## src/hdl/acd_pkg.sv

```systemverilog
package acd_pkg;

  localparam int WINDOW_LEN_DEF = 16;
  localparam int AXIS_W         = 13;
  localparam int MAG_W          = 13;
  localparam int THR_W          = 13;
  localparam logic [THR_W-1:0] THR_RESET = 13'd1024;

  // sum of three squared axes
  localparam int SQ_W       = 2 * AXIS_W;
  localparam int SQ_STEPS   = 3;
  localparam int ROOT_STEPS = SQ_W / 2;
  localparam int ROOT_REM_W = MAG_W + 3;
  localparam int DIV_STEPS  = MAG_W;
  localparam int STEP_W     = 4;

  typedef enum logic [5:0] {
    ST_IDLE   = 6'b000001,
    ST_SQUARE = 6'b000010,
    ST_ROOT   = 6'b000100,
    ST_UPDATE = 6'b001000,
    ST_DIVIDE = 6'b010000,
    ST_FINISH = 6'b100000
  } acd_state_t;

  typedef struct packed {
    logic load;
    logic square;
    logic root;
    logic update;
    logic divide;
    logic finish;
  } acd_cmd_t;

endpackage

```

## src/hdl/acd_sample_if.sv

```systemverilog
interface acd_sample_if import acd_pkg::*; ();
  logic                     valid;
  logic                     ready;
  logic signed [AXIS_W-1:0] accel_x;
  logic signed [AXIS_W-1:0] accel_y;
  logic signed [AXIS_W-1:0] accel_z;

  modport source (output valid, accel_x, accel_y, accel_z, input ready);
  modport sink   (input valid, accel_x, accel_y, accel_z, output ready);
endinterface

```

## src/hdl/acd_result_if.sv

```systemverilog
interface acd_result_if import acd_pkg::*; ();
  logic             valid;
  logic             ready;
  logic [MAG_W-1:0] magnitude;
  logic [MAG_W-1:0] filtered_magnitude;
  logic             crash;

  modport source (output valid, magnitude, filtered_magnitude, crash, input ready);
  modport sink   (input valid, magnitude, filtered_magnitude, crash, output ready);
endinterface

```

## src/hdl/accel_crash_detector_sma.sv

```systemverilog
// steps per item: load, square, root, update, divide, finish, then back to idle
// a new item is taken only in idle, one item at a time; finish waits until the result register is free
// the square root and divider loops work one bit a step on shared units
// reset (rst, synchronous): window sum, write index and full flag cleared, threshold 1024
// unwritten ring entries read as zero through the full flag, so no clearing pass
module accel_crash_detector_sma import acd_pkg::*; #(
  parameter int WINDOW_LEN = WINDOW_LEN_DEF
) (
  input  logic              clk,
  input  logic              rst,
  input  logic              cfg_we,
  input  logic [THR_W-1:0]  cfg_data,
  acd_sample_if.sink        sample,
  acd_result_if.source      result
);

  // command bundle from the sequencer to the datapath
  acd_cmd_t cmd;

  // sequencer: one item in flight, output register parts the result side
  acd_ctrl u_ctrl (
    .clk       (clk),
    .rst       (rst),
    .in_valid  (sample.valid),
    .in_ready  (sample.ready),
    .out_valid (result.valid),
    .out_ready (result.ready),
    .cmd       (cmd)
  );

  // datapath: squarer, square root, ring average, divider and crash compare
  acd_datapath #(
    .WINDOW_LEN (WINDOW_LEN)
  ) u_datapath (
    .clk                (clk),
    .rst                (rst),
    .cmd                (cmd),
    .cfg_we             (cfg_we),
    .cfg_data           (cfg_data),
    .accel_x            (sample.accel_x),
    .accel_y            (sample.accel_y),
    .accel_z            (sample.accel_z),
    .magnitude          (result.magnitude),
    .filtered_magnitude (result.filtered_magnitude),
    .crash              (result.crash)
  );

endmodule

```

## src/hdl/acd_ram.sv

```systemverilog
module acd_ram #(
  parameter int WIDTH = 13,
  parameter int DEPTH = 16,
  localparam int ADDR_W = (DEPTH > 1) ? $clog2(DEPTH) : 1
) (
  input  logic              clk,
  input  logic              we,
  input  logic [ADDR_W-1:0] waddr,
  input  logic [WIDTH-1:0]  wdata,
  input  logic [ADDR_W-1:0] raddr,
  output logic [WIDTH-1:0]  rdata
);

  logic [WIDTH-1:0] mem [DEPTH];

  always_ff @(posedge clk) begin
    if (we) begin
      mem[waddr] <= wdata;
    end
    rdata <= mem[raddr];
  end

endmodule

```

## src/hdl/acd_datapath.sv

```systemverilog
module acd_datapath import acd_pkg::*; #(
  parameter int WINDOW_LEN = WINDOW_LEN_DEF
) (
  input  logic                     clk,
  input  logic                     rst,
  input  acd_cmd_t                 cmd,
  input  logic                     cfg_we,
  input  logic [THR_W-1:0]         cfg_data,
  input  logic signed [AXIS_W-1:0] accel_x,
  input  logic signed [AXIS_W-1:0] accel_y,
  input  logic signed [AXIS_W-1:0] accel_z,
  output logic [MAG_W-1:0]         magnitude,
  output logic [MAG_W-1:0]         filtered_magnitude,
  output logic                     crash
);

  localparam int IDX_W = (WINDOW_LEN > 1) ? $clog2(WINDOW_LEN) : 1;
  localparam int CNT_W = $clog2(WINDOW_LEN + 1);
  localparam int SUM_W = MAG_W + $clog2(WINDOW_LEN);
  localparam int REM_W = CNT_W + 1;
  localparam int DQ_W  = REM_W + MAG_W;
  localparam int CMP_W = 16 + CNT_W;
  localparam int PRD_W = THR_W + 2 + CNT_W;

  function automatic logic [AXIS_W-1:0] axis_abs(input logic [AXIS_W-1:0] v);
    return v[AXIS_W-1] ? (~v + 1'b1) : v;
  endfunction

  logic [AXIS_W-1:0]     ax, ay, az;
  logic [SQ_W-1:0]       acc;
  logic [ROOT_REM_W-1:0] rem;
  logic [MAG_W-1:0]      root;
  logic [SUM_W-1:0]      sum;
  logic [IDX_W-1:0]      widx;
  logic                  full;
  logic [CNT_W-1:0]      count;
  logic [DQ_W-1:0]       dq;
  logic [CMP_W-1:0]      lhs, rhs;
  logic [THR_W-1:0]      threshold;
  logic [MAG_W-1:0]      ram_rdata;

  logic [SQ_W-1:0]         sq;
  logic [ROOT_REM_W+1:0]   root_t, root_trial;
  logic [MAG_W-1:0]        old_mag;
  logic [SUM_W-1:0]        sum_next;
  logic                    wrap;
  logic [IDX_W-1:0]        widx_next;
  logic                    full_next;
  logic [CNT_W-1:0]        count_next;
  logic [REM_W-1:0]        rem_sh;
  logic [PRD_W-1:0]        prod;

  always_comb begin
    sq         = ax * ax;
    root_t     = {rem, acc[SQ_W-1 -: 2]};
    root_trial = (ROOT_REM_W + 2)'({root, 2'b01});
    old_mag    = full ? ram_rdata : '0;
    sum_next   = sum - SUM_W'(old_mag) + SUM_W'(root);
    wrap       = (widx == IDX_W'(WINDOW_LEN - 1));
    widx_next  = wrap ? '0 : widx + 1'b1;
    full_next  = full | wrap;
    count_next = full_next ? CNT_W'(WINDOW_LEN) : CNT_W'(widx_next);
    rem_sh     = dq[DQ_W-2 -: REM_W];
    prod       = {threshold, 2'b00} * count;
  end

  acd_ram #(
    .WIDTH (MAG_W),
    .DEPTH (WINDOW_LEN)
  ) u_window_ram (
    .clk   (clk),
    .we    (cmd.update),
    .waddr (widx),
    .wdata (root),
    .raddr (widx),
    .rdata (ram_rdata)
  );

  // window state and threshold
  always_ff @(posedge clk) begin
    if (rst) begin
      sum       <= '0;
      widx      <= '0;
      full      <= 1'b0;
      threshold <= THR_RESET;
    end else begin
      if (cfg_we) begin
        threshold <= cfg_data;
      end
      if (cmd.update) begin
        sum  <= sum_next;
        widx <= widx_next;
        full <= full_next;
      end
    end
  end

  // working registers
  always_ff @(posedge clk) begin
    if (cmd.load) begin
      ax   <= axis_abs(accel_x);
      ay   <= axis_abs(accel_y);
      az   <= axis_abs(accel_z);
      acc  <= '0;
      rem  <= '0;
      root <= '0;
    end
    if (cmd.square) begin
      acc <= acc + sq;
      ax  <= ay;
      ay  <= az;
    end
    if (cmd.root) begin
      acc <= {acc[SQ_W-3:0], 2'b00};
      if (root_t >= root_trial) begin
        rem  <= ROOT_REM_W'(root_t - root_trial);
        root <= {root[MAG_W-2:0], 1'b1};
      end else begin
        rem  <= ROOT_REM_W'(root_t);
        root <= {root[MAG_W-2:0], 1'b0};
      end
    end
    if (cmd.update) begin
      count <= count_next;
      dq    <= DQ_W'(sum_next);
    end
    if (cmd.divide) begin
      lhs <= CMP_W'(sum) + CMP_W'({sum, 2'b00});
      rhs <= CMP_W'(prod);
      if (rem_sh >= REM_W'(count)) begin
        dq <= {rem_sh - REM_W'(count), dq[MAG_W-2:0], 1'b1};
      end else begin
        dq <= {rem_sh, dq[MAG_W-2:0], 1'b0};
      end
    end
    if (cmd.finish) begin
      magnitude          <= root;
      filtered_magnitude <= dq[MAG_W-1:0];
      crash              <= (root >= threshold) || (lhs >= rhs);
    end
  end

endmodule

```

## src/hdl/acd_ctrl.sv

```systemverilog
module acd_ctrl import acd_pkg::*; (
  input  logic     clk,
  input  logic     rst,
  input  logic     in_valid,
  output logic     in_ready,
  output logic     out_valid,
  input  logic     out_ready,
  output acd_cmd_t cmd
);

  acd_state_t        state, state_next;
  logic [STEP_W-1:0] step, step_next;

  always_comb begin
    state_next = state;
    step_next  = step;
    cmd        = '0;
    in_ready   = (state == ST_IDLE);
    case (state)
      ST_IDLE: begin
        if (in_valid) begin
          cmd.load   = 1'b1;
          state_next = ST_SQUARE;
          step_next  = '0;
        end
      end
      ST_SQUARE: begin
        cmd.square = 1'b1;
        if (step == STEP_W'(SQ_STEPS - 1)) begin
          state_next = ST_ROOT;
          step_next  = '0;
        end else begin
          step_next = step + 1'b1;
        end
      end
      ST_ROOT: begin
        cmd.root = 1'b1;
        if (step == STEP_W'(ROOT_STEPS - 1)) begin
          state_next = ST_UPDATE;
          step_next  = '0;
        end else begin
          step_next = step + 1'b1;
        end
      end
      ST_UPDATE: begin
        cmd.update = 1'b1;
        state_next = ST_DIVIDE;
        step_next  = '0;
      end
      ST_DIVIDE: begin
        cmd.divide = 1'b1;
        if (step == STEP_W'(DIV_STEPS - 1)) begin
          state_next = ST_FINISH;
          step_next  = '0;
        end else begin
          step_next = step + 1'b1;
        end
      end
      ST_FINISH: begin
        if (!out_valid || out_ready) begin
          cmd.finish = 1'b1;
          state_next = ST_IDLE;
        end
      end
      default: begin
        state_next = ST_IDLE;
        step_next  = '0;
      end
    endcase
  end

  always_ff @(posedge clk) begin
    if (rst) begin
      state     <= ST_IDLE;
      step      <= '0;
      out_valid <= 1'b0;
    end else begin
      state <= state_next;
      step  <= step_next;
      if (cmd.finish) begin
        out_valid <= 1'b1;
      end else if (out_ready) begin
        out_valid <= 1'b0;
      end
    end
  end

endmodule

```

## src/flat_wrapper.sv

```systemverilog
// flat-port wrapper written by rule: the top's interface ports become plain ports
module accel_crash_detector_sma_flat import acd_pkg::*;
#(
  parameter int WINDOW_LEN = WINDOW_LEN_DEF
)
  (clk, rst, cfg_we, cfg_data, sample_valid, sample_accel_x, sample_accel_y, sample_accel_z, sample_ready, result_valid, result_magnitude, result_filtered_magnitude, result_crash, result_ready);
  acd_sample_if sample_i ();
  acd_result_if result_i ();
  input  logic clk;
  input  logic rst;
  input  logic cfg_we;
  input  logic [THR_W-1:0] cfg_data;
  input wire logic [$bits(sample_i.valid)-1:0] sample_valid;
  input wire logic [$bits(sample_i.accel_x)-1:0] sample_accel_x;
  input wire logic [$bits(sample_i.accel_y)-1:0] sample_accel_y;
  input wire logic [$bits(sample_i.accel_z)-1:0] sample_accel_z;
  output wire logic [$bits(sample_i.ready)-1:0] sample_ready;
  output wire logic [$bits(result_i.valid)-1:0] result_valid;
  output wire logic [$bits(result_i.magnitude)-1:0] result_magnitude;
  output wire logic [$bits(result_i.filtered_magnitude)-1:0] result_filtered_magnitude;
  output wire logic [$bits(result_i.crash)-1:0] result_crash;
  input wire logic [$bits(result_i.ready)-1:0] result_ready;
  assign sample_i.valid = sample_valid;
  assign sample_i.accel_x = sample_accel_x;
  assign sample_i.accel_y = sample_accel_y;
  assign sample_i.accel_z = sample_accel_z;
  assign sample_ready = sample_i.ready;
  assign result_valid = result_i.valid;
  assign result_magnitude = result_i.magnitude;
  assign result_filtered_magnitude = result_i.filtered_magnitude;
  assign result_crash = result_i.crash;
  assign result_i.ready = result_ready;
  accel_crash_detector_sma #(.WINDOW_LEN(WINDOW_LEN)) u_core (.clk(clk), .rst(rst), .cfg_we(cfg_we), .cfg_data(cfg_data), .sample(sample_i), .result(result_i));
endmodule
```

## config.mk

```make
export PLATFORM = sky130hd
export DESIGN_NAME = accel_crash_detector_sma_flat
export DESIGN_NICKNAME = d
export VERILOG_FILES = /design/src/hdl/acd_pkg.sv /design/src/hdl/acd_sample_if.sv /design/src/hdl/acd_result_if.sv /design/src/hdl/accel_crash_detector_sma.sv /design/src/hdl/acd_ram.sv /design/src/hdl/acd_datapath.sv /design/src/hdl/acd_ctrl.sv /design/src/flat_wrapper.sv
export SDC_FILE = /design/constraint.sdc
export NUM_CORES = 1
export LEC_CHECK = 0
export BUFFER_PORTS_ARGS = -buffer_cell sky130_fd_sc_hd__buf_4
export CORE_UTILIZATION = 45
export DETAILED_ROUTE_END_ITERATION = 12
export GPL_TIMING_DRIVEN = 0
export PLACE_DENSITY = 0.73
export SLEW_MARGIN = 20
export SYNTH_ARGS = -nofsm -noshare
export SYNTH_HDL_FRONTEND = slang
export SYNTH_SLANG_ARGS = --single-unit
```

## constraint.sdc

```tcl
create_clock -name clk -period 6.2 [get_ports clk]
set_input_delay 0.93 -clock clk [delete_from_list [all_inputs] [get_ports clk]]
set_output_delay 0.93 -clock clk [all_outputs]
set_load 0.02 [all_outputs]
```

# After elaboration in Yosys (flattened, before gate mapping)
# Memory sizes are Yosys's and may differ from the RTL's. A register that Yosys moved wholly into a read port is not among the register bits.
# Cells that the tools add are included.
op_classes:
  muxes: 44
  reduce_logical: 11
  n_mul: 2
  eq_ne: 14
  magnitude_cmp: 4
  add_sub_neg: 11
  bitwise_logic: 5
op_table:
  columns: ["cell", "n"]
  rows:
  - ["13-bit two-way mux", 9]
  - ["26-bit two-way mux", 3]
  - ["18-bit two-way mux", 3]
  - ["16-bit two-way mux", 3]
  - ["13-bit by 1-bit adder with 13-bit output (second input constant)", 3]
  - ["13-bit inverter", 3]
  - ["6-bit one-hot mux with 6 select lines", 1]
  - ["6-bit two-way mux", 5]
  - ["26-bit adder", 1]
  - ["13-bit by 13-bit multiplier with 26-bit output", 1]
  - ["21-bit by 20-bit greater-or-equal comparator with 1-bit output", 1]
  - ["17-bit by 19-bit adder with 20-bit output", 1]
  - ["18-bit by 15-bit greater-or-equal comparator with 1-bit output", 1]
  - ["13-bit by 5-bit multiplier with 18-bit output", 1]
  - ["17-bit by 13-bit adder with 17-bit output", 1]
  - ["17-bit by 13-bit subtractor with 17-bit output", 1]
  - ["4-bit two-way mux", 4]
  - ["4-bit one-hot mux with 4 select lines", 1]
  - ["16-bit by 15-bit subtractor with 16-bit output", 1]
  - ["13-bit greater-or-equal comparator", 1]
  - ["1-bit two-way mux", 13]
  - ["12-bit two-way mux", 1]
  - ["2-bit inequality test (second input constant)", 5]
  - ["4-bit by 1-bit adder with 4-bit output (second input constant)", 2]
  - ["other kinds (20)", 25]
totals:
  wordCells: 115
  mem_bits_rw: 208
  n_memories: 1
  reg_bits: 229
  out_inout_bits: 29
  input_bits: 57
memory_table:
  columns: ["memory", "depth", "width", "read_ports", "rd_clocked_by_memory_dff", "wr", "line", "rtl"]
  rows:
  - ["u_core.u_datapath.u_window_ram.mem", 16, 13, 1, 1, 1, "acd_ram.sv:14", "logic [WIDTH-1:0] mem [DEPTH];"]

# Depth between registers and ports, before layout
# Gate-level depths: netlist of the first run.
depth:
  depth_word: 5
  depth_mapped: 23

# Cells and area by module
# From an unflattened synthesis of the first run, not the netlist that was laid out.
hier_totals:
  hier_cells: 2586
  area_unflattened_um2: 29193.0
by_module_without_submodules:
  columns: ["module", "n_inst", "seq_area_each_um2", "cells_per_inst", "area_each_um2"]
  rows:
  - ["acd_datapath", 1, 6145.9, 2152, 20209.4]
  - ["acd_ram", 1, 6506.2, 355, 8242.9]
  - ["acd_ctrl", 1, 220.2, 79, 740.7]

# Worst setup path before layout of the first run
# Ideal clock, no wire load.
synth_timing:
  kind: "reg2reg"
  from: "reg u_core.u_datapath.ax[1]"
  to: "reg u_core.u_datapath.acc[16] (data pin)"
  setup_time_ps: 271
  required_time_ps: 5929
  arrival_time_ps: 5674
  path_buffers: 1
  path_stages_with_launch: 23
  path_slack_ps: 255
  cell_sequence: "edfxtp_1 > clkbuf_1 > and2_1 > fa_1 > inv_1 > fa_1 > inv_1 > fa_1 > inv_1 > fa_1 > inv_1 > fa_1 > inv_1 > fa_1 > inv_1 > ha_1 > nand4_1 > a21oi_1 > o41ai_1 > a21o_1 > o21ai_0 > xnor2_1 > o22ai_1"
synth_between:
  elab_chain_len: 4
synth_rtl:
  columns: ["item", "line", "rtl"]
  rows:
  - ["start: declaration", "acd_datapath.sv:29", "logic [AXIS_W-1:0] ax, ay, az;"]
  - ["start signal: assignment", "acd_datapath.sv:101", "ax <= axis_abs(accel_x);"]
  - ["start signal: assignment", "acd_datapath.sv:110", "ax <= ay;"]
  - ["13-bit by 13-bit multiplier with 26-bit output", "acd_datapath.sv:54", "sq = ax * ax;"]
  - ["26-bit adder", "acd_datapath.sv:109", "acc <= acc + sq;"]
  - ["26-bit two-way mux", "acd_datapath.sv:108", "if (cmd.square) begin"]
  - ["26-bit two-way mux", "acd_datapath.sv:113", "if (cmd.root) begin"]
  - ["end signal: assignment", "acd_datapath.sv:109", null]
  - ["end signal: assignment", "acd_datapath.sv:114", "acc <= {acc[SQ_W-3:0], 2'b00};"]
  - ["end: declaration", "acd_datapath.sv:30", "logic [SQ_W-1:0] acc;"]
# No other way between the ends.
# A chain may end at the register's enable or synchronous reset.

# Final worst setup path of the first run
layout_timing:
  from: "reg u_core.u_datapath.ax[3]"
  to: "reg u_core.u_datapath.acc[21] (data pin)"
# Same word-level chain as after synthesis.

==> results.txt, run 1 <==
----------------------------------------------------
[Placed design]
  Number of cells after detailed placement ... approximately 3,400
  DP HPWL ... roughly 51 mm
  Post-Place Worst Slack ... -0.658 ns
  Input/output buffers ... between 80 and 90
  Global placer's final weighted congestion ... 0.955
  Post-DP Area ... about 30,000 um2

[Synthesis]
  Fraction of registers with async set/reset ... 0%
  YS warnings ... 0
  Count of flip-flops with a built-in enable after synthesis ... a little under 400
  Synth Flop Type ... edfxtp_1
  Unique masters post-synth ... 70
  Mapped Cells ... roughly 2,500
  Sequential element share of the synthesized area ... between 40% and 50%
  Area of the mapped netlist ... about 28,000 um2
  Post-Syn Area per Cell ... 11.5 um2
  Synth area leaders ... edfxtp_1, fa_1, ha_1
  Area share of the largest cell type after synthesis ... roughly 41%
  Flip-flop and latch count after synthesis ... ~450
  Largest area contributor in the netlist ... edfxtp_1
  Post-Syn Nets ... 2,889

[STA]
  Final Cycle Share ... between 90% and 100%
  Final-layout setup total negative slack ... 0 ns
  Clock Skews ... ~0.03 ns
  Transition time at the pin with the least slew margin ... roughly 1.1 ns
  Final setup slack of the worst path ... 0.158 ns
  RSZ-0062 raised after global routing ... yes
  Final-report max-slew violation count ... 0
  Final setup violation count ... 0
  Maximum clock rate ... around 170 MHz
  Worst max-slew margin expressed relative to the limit ... 28.9%
  Min Clock Period, post-route ... a little over 6 ns
  Final number of hold-violating endpoints ... 0

[GRT]
  Antenna violations before repair ... 0
  Largest net degree at the start of global routing ... 48
  Wire length of the first global-routing pass ... between 100 and 150 mm
  GRT Overall Usage ... approximately a fifth
  Overflow after GRT ... 0
  Via count of the first global-routing pass ... approximately 20,000

[Setup path]
  Setup slack of the most critical reg-to-reg path ... ~0.16 ns
  Startpoint Class ... register
  Buf/Inv on CP ... 6
  Startpoint of the most critical register-to-register path ... u_core.u_datapath.ax[3]$_DFFE_PP_
  CP Max Fanout ... 7
  Worst stage delay on the critical path ... 0.55 ns
  Logic depth of the worst setup path including buffers ... 20
  Data arrival time of the worst path ... roughly 6.4 ns
  Dominant delay contributor by cell family on the critical path ... adder cells
  Required time at the worst-slack endpoint ... approximately 6.5 ns
  Endpoint type of the worst setup path ... register
  Critical path class ... register to register
  Worst reg-to-reg path cell count ... 20
  CP Cell Sequence ... buf_4 > and2_1 > fa_1 > inv_1 > fa_1 > inv_1 > fa_1 > fa_1 > fa_1 > inv_1 > fa_1 > inv_1 > ha_4 > and2_4 > and4_2 > o211ai_2 > buf_4 > a31oi_2 > xnor2_1 > o22ai_1
  Crit-path most repeated cell ... fa_1
  Destination of the worst register-to-register timing path ... u_core.u_datapath.acc[21]$_DFFE_PP_
  Highest-delay cell along the critical path ... fa_1

[Drt]
  Final WL ... a little under 70 mm
  Detail Route Antenna Nets ... 0
  Drt first pass iters ... 5
  DRC errors left ... 0
  Via count ... between 15,000 and 20,000
  Initial detailed-routing violation count ... approximately 1,500
  Vias per std cell ... roughly 5.5
  Routed len/inst ... 19.3 um

[Status]
  Status ... finished, final reports clean

[Floorplan]
  Die Y ... 253 um
  Number of core rows ... 91
  Starting Density ... around 46%
  Die width ... 253 um
  Number of primary I/O pins ... 86
  Die Footprint ... ~64,000 um2
  Core outline area ... between 60,000 and 70,000 um2

[Job]
  Count of max-cap constraint violations ... 0

[Layout]
  Fraction of final layout cells with drive strength greater than 1 ... approximately an eighth
  Layout overhead on the synthesized area ... 13.2%
  Cell area after layout ... between 30,000 and 40,000 um2
  Most frequent cells in the layout ... inv_1, edfxtp_1, nand2_1
  Final cell count without fillers ... 3,501
  Leading cell type in the layout, fill and taps excluded ... inv_1
  Diode count ... 0
  Number of nets in the layout ... between 3,000 and 4,000

[Clock network]
  Sink count of the clock tree ... 449
  Clock tree from TritonCTS ... yes
  Clock H-tree levels ... 2
  CTS Buf Count ... 47
  Clock-pin transition on the worst setup and hold timing paths ... roughly 0.060 ns
  Deepest clock path buffer count ... 3
  Root buffer cell ... clkbuf_16
  Skew-Pair Late Insertion Delay ... 0.61 ns

[Hold path]
  End of the worst hold path ... u_core.u_datapath.filtered_magnitude[11]$_DFFE_PP_
  Class of the most critical hold timing path ... register to register
  Number of cells on the worst hold path ... 0
  Min-Delay Startpoint ... u_core.u_datapath.dq[11]$_DFFE_PN_

----------------------------------------------------
worst max path at each step:
stage | startpoint | end
2_1_floorplan | u_core.u_datapath.ax[1]$_DFFE_PP_ | u_core.u_datapath.acc[16]$_DFFE_PP_
3_3_place_gp | u_core.u_datapath.ax[1]$_DFFE_PP_ | u_core.u_datapath.acc[18]$_DFFE_PP_
3_5_place_dp | u_core.u_datapath.ax[1]$_DFFE_PP_ | u_core.u_datapath.acc[18]$_DFFE_PP_
4_1_cts | u_core.u_datapath.ax[3]$_DFFE_PP_ | u_core.u_datapath.acc[25]$_DFFE_PP_
5_1_grt | u_core.u_datapath.ax[3]$_DFFE_PP_ | u_core.u_datapath.acc[25]$_DFFE_PP_
6_report | u_core.u_datapath.ax[3]$_DFFE_PP_ | u_core.u_datapath.acc[21]$_DFFE_PP_
worst reg2reg max path: stages, from the launching register on:
cell      delay [ns]
edfxtp_1        0.48
buf_4           0.22
and2_1          0.21
fa_1            0.55
inv_1           0.06
fa_1            0.55
inv_1           0.06
fa_1            0.46
fa_1            0.51
fa_1            0.55
inv_1           0.05
fa_1            0.50
inv_1           0.06
ha_4            0.30
and2_4          0.16
and4_2          0.29
o211ai_2        0.14
buf_4           0.17
a31oi_2         0.19
xnor2_1         0.15
o22ai_1         0.11
Yosys cell counts (13+ instances only):
| cell | n |
|---|---|
| nand2b_1 | 16 |
| dfxtp_1 | 61 |
| nand3_1 | 26 |
| nor2b_1 | 13 |
| or3_1 | 14 |
| a21o_1 | 32 |
| nor3_1 | 29 |
| xnor2_1 | 79 |
| fa_1 | 165 |
| mux4_2 | 65 |
| o21ai_0 | 88 |
| mux2i_1 | 35 |
| nor2_1 | 150 |
| clkbuf_1 | 61 |
| a21oi_1 | 97 |
| ha_1 | 197 |
| a211oi_1 | 22 |
| nand4_1 | 13 |
| inv_1 | 398 |
| nand2_1 | 231 |
| xor2_1 | 39 |
| edfxtp_1 | 388 |
| and2_1 | 62 |
| o22ai_1 | 17 |
| o31ai_1 | 13 |
| o21a_1 | 13 |
metal layers:
layer  track usage (%)  part of all wire [%]  routed length [um]  vias to the layer above
met3              3.04                   5.8                3920                      137
met5                 0                     0                   0                        -
met1              27.9                    42               28600                     9647
met2              35.6                    49               32800                      645
met4              7.22                   3.1                2100                        0
li1                  -                     -                   -                     8845
metrics by stage:
| stage | utilization [%] | hold WS (ns) |
|---|---|---|
| 5_1_grt | 51.9 | 0.456 |
| 3_3_place_gp | 48.5 | 0.438 |
| 3_5_place_dp | 48.7 | 0.436 |
| 4_1_cts | 51.6 | 0.452 |
| 6_report | 51.9 | 0.451 |
| 2_1_floorplan | - | 0.426 |
flip-flops by register name (all words and copies together), names as in the netlist, 4 cells and up:
name	cells
u_core.u_datapath.rem	16
u_core.u_datapath.rhs	18
u_core.u_datapath.threshold	13
u_core.u_datapath.sum	17
u_core.u_datapath.ax	13
u_core.u_datapath.az	13
u_core.u_datapath.magnitude	13
u_core.u_datapath.u_window_ram.mem	208
u_core.u_datapath.u_window_ram.rdata	13
u_core.u_datapath.count	5
u_core.u_datapath.root	13
u_core.u_ctrl.step	4
u_core.u_datapath.acc	26
u_core.u_datapath.ay	13
u_core.u_datapath.widx	4
u_core.u_datapath.dq	18
u_core.u_datapath.lhs	20
u_core.u_ctrl.state	6
u_core.u_datapath.filtered_magnitude	13
kinds of logic after synthesis:
logic type,Yosys count,share of synthesized area (%)
buf+inv,479,6.39
mux,105,6.58
xor+xnor,118,3.64
flops,449,45.3
compound gates,371,8.41
simple gates,586,9.42
fa+ha+maj,362,20.3
what timing repair did:
action / 4_1_cts / 5_1_grt
endpoints found under the setup margin: 16 / 15
hold buffers: 0 / 0
pin swaps: 6 / 15
buffers inserted: 15 / 5
resized for setup: 26 / 38
cell type report:
| type | count | area, um2 |
|---|---|---|
| inverter | 400 | 1500 |
| fill | 5237 | 29900 |
| sequential | 449 | 12900 |
| timing repair buffer | 109 | 861 |
| clock buffer | 64 | 1330 |
| buffer | 76 | 343 |
| tap | 837 | 1050 |
| clock inverter | 24 | 280 |
| multi-input combinational | 1542 | 14000 |
Power of run 1 is left out: the tool's default activity adds up to more than one toggle a clock period on the data nets, which glitch-free logic cannot reach.
==> run 2: changes to the inputs <==
- CORE_ASPECT_RATIO: not set -> 1.75
- CTS_BUF_LIST: not set -> sky130_fd_sc_hd__clkbuf_16
- CTS_CLUSTER_DIAMETER: not set -> 60
==> run 2 against run 1 <==
Sequential share of layout area shrank 0.054 points; flip-flop and latch count unchanged; via count is 0.28% lower; non-clock buffer count increased by 12.
==> results.txt, run 2 (same netlist as run 1, synthesis figures left out) <==
----------------------------------------------------
[Clock network]
  Clock tree from TritonCTS ... yes
  Root buffer cell ... clkbuf_16
  Sink count of the clock tree ... ~450
  Skew-Pair Late Insertion Delay ... 0.57 ns
  Clock-pin transition on the worst setup and hold timing paths ... ~0.07 ns
  Clock H-tree levels ... 2
  CTS Buf Count ... slightly above 40
  Deepest clock path buffer count ... 3
  Number of hold-repair buffers added at the cts stage ... 0

[Setup path]
  Required time at the worst-slack endpoint ... between 6 and 7 ns
  Crit-path most repeated cell ... fa_1
  Startpoint Class ... register
  Endpoint type of the worst setup path ... register
  Data arrival time of the worst path ... ~6.3 ns
  CP Cell Sequence ... buf_8 > and2_4 > fa_1 > inv_1 > fa_1 > inv_2 > fa_1 > inv_2 > fa_1 > inv_1 > fa_1 > inv_2 > fa_1 > inv_2 > ha_4 > nand4_1 > a21oi_2 > o41a_1 > o211ai_2 > buf_4 > o211ai_1 > xnor2_1 > o22ai_1
  Highest-delay cell along the critical path ... fa_1
  Worst reg-to-reg path cell count ... 23
  Worst stage delay on the critical path ... between 0.5 and 0.6 ns
  CP Max Fanout ... 4
  Critical path class ... register to register

[Status]
  Status ... finished, final reports clean

[Hold path]
  Number of cells on the worst hold path ... 0
  Class of the most critical hold timing path ... register to register

[STA]
  Final Cycle Share ... just under 100%
  Final-layout setup total negative slack ... 0 ns
  Final-report max-slew violation count ... 0
  Worst max-slew margin expressed relative to the limit ... about 24%
  RSZ-0062 raised after global routing ... yes
  Maximum clock rate ... roughly 170 MHz
  Clock Skews ... 0.0449 ns
  Minimum hold slack ... roughly 0.46 ns
  Final number of hold-violating endpoints ... 0
  Final setup violation count ... 0
  Min Clock Period, post-route ... 6.05 ns
  Transition time at the pin with the least slew margin ... around 1.1 ns

[Drt]
  Detail Route Antenna Nets ... 0
  Vias per std cell ... about 5.6
  Final WL ... between 70 and 80 mm
  Via count ... between 15,000 and 20,000
  DRC errors left ... 0
  Drt first pass iters ... 6
  Initial detailed-routing violation count ... 1,273
  Routed len/inst ... around 21 um

[Layout]
  Fraction of final layout cells with drive strength greater than 1 ... 13.4%
  Layout overhead on the synthesized area ... 13.4%
  Largest register by flop count ... u_core.u_datapath.u_window_ram.mem
  Number of nets in the layout ... between 3,000 and 4,000
  Max FFs per register ... roughly 210
  Leading cell type in the layout, fill and taps excluded ... inv_1
  Top flop regs ... u_core.u_datapath.u_window_ram.mem (208), u_core.u_datapath.acc (26), u_core.u_datapath.lhs (20)
  Most frequent cells in the layout ... inv_1, edfxtp_1, nand2_1
  Final Core Density ... between 50% and 60%

[Job]
  Count of max-cap constraint violations ... 0

[Placed design]
  Global placer's final weighted congestion ... just over 0.9
  DP HPWL ... 55.5 mm
  Input/output buffers ... 83

[Floorplan]
  Number of primary I/O pins ... 86
  Number of core rows ... 121
  Die Footprint ... roughly 64,000 um2
  Starting Density ... roughly 46%
  Die Y ... 335 um
  Core outline area ... roughly 62,000 um2
  Die width ... approximately 190 um

[GRT]
  Antenna violations before repair ... 2
  Largest net degree at the start of global routing ... 48
  GRT Overall Usage ... 22.9%
  Wire length of the first global-routing pass ... 112 mm
  Overflow after GRT ... 0
  Via count of the first global-routing pass ... slightly above 20,000

----------------------------------------------------
## run 2: changes by cell type in the layout (fill, tap and decap cells not counted), moves of 7 or more
cell / previous run / this run
inv_1: 392 / 401
clkbuf_1: 58 / 46
ha_4: 4 / 11
buf_4: 106 / 117
## run 2: routing by layer
| layer | part of all wire [%] | routed length [um] | vias to the layer above | track usage, % |
|---|---|---|---|---|
| met2 | 55 | 40000 | 620 | 43.8 |
| li1 | - | - | 8849 | - |
| met4 | 6.7 | 4890 | 2 | 14.7 |
| met1 | 34 | 24500 | 9551 | 23.0 |
| met5 | 0.022 | 16 | - | 0 |
| met3 | 4.2 | 3080 | 198 | 2.64 |
## run 2: final timing paths
kind | startpoint | to | slack (ns)
setup / recovery | u_core.u_datapath.ax[6]$_DFFE_PP_ | u_core.u_datapath.acc[19]$_DFFE_PP_ | 0.15
hold / removal | u_core.u_datapath.dq[3]$_DFFE_PN_ | u_core.u_datapath.filtered_magnitude[3]$_DFFE_PP_ | 0.46
setup reg to reg | u_core.u_datapath.ax[6]$_DFFE_PP_ | u_core.u_datapath.acc[19]$_DFFE_PP_ | 0.15
hold reg to reg | u_core.u_datapath.dq[3]$_DFFE_PN_ | u_core.u_datapath.filtered_magnitude[3]$_DFFE_PP_ | 0.46
## run 2: layout make-up
type                            count  area (um2)
Clock inverter                     32         312
Tap cell                          799        1000
Buffer                             76         387
Clock buffer                       43        1080
Fill cell                        5300       30100
Multi-Input combinational cell   1542       14100
Timing Repair Buffer              121         990
Sequential cell                   449       12900
Inverter                          400        1500
Antenna cell                        1        2.50
## run 2: per-stage QoR
stage	instance area (um2)	cells	setup slack (ns)
2_1_floorplan	28400	2470	0.255
3_3_place_gp	30100	3352	-0.682
3_5_place_dp	30200	3358	-0.659
4_1_cts	31900	3451	0.00761
5_1_grt	32200	3463	-0.0469
6_report	32200	3463	0.154
## run 2: worst max-delay path, delay by kind of cell, from the launching register on
family | cells | cell delay [ns]
flops | 1 | 0.48
compound gates | 5 | 0.97
xor+xnor | 1 | 0.17
buf+inv | 8 | 0.61
fa+ha+maj | 7 | 3.23
simple gates | 2 | 0.28
## run 2: repair_timing
item / in CTS / in global routing
hold endpoints to repair: 0 / 0
setup endpoints to repair: 16 / 14
cloned: 0 / 1
pin swaps: 11 / 44
gates resized for setup: 46 / 64
setup buffers: 19 / 13
Power of run 2 is left out for the same reason.
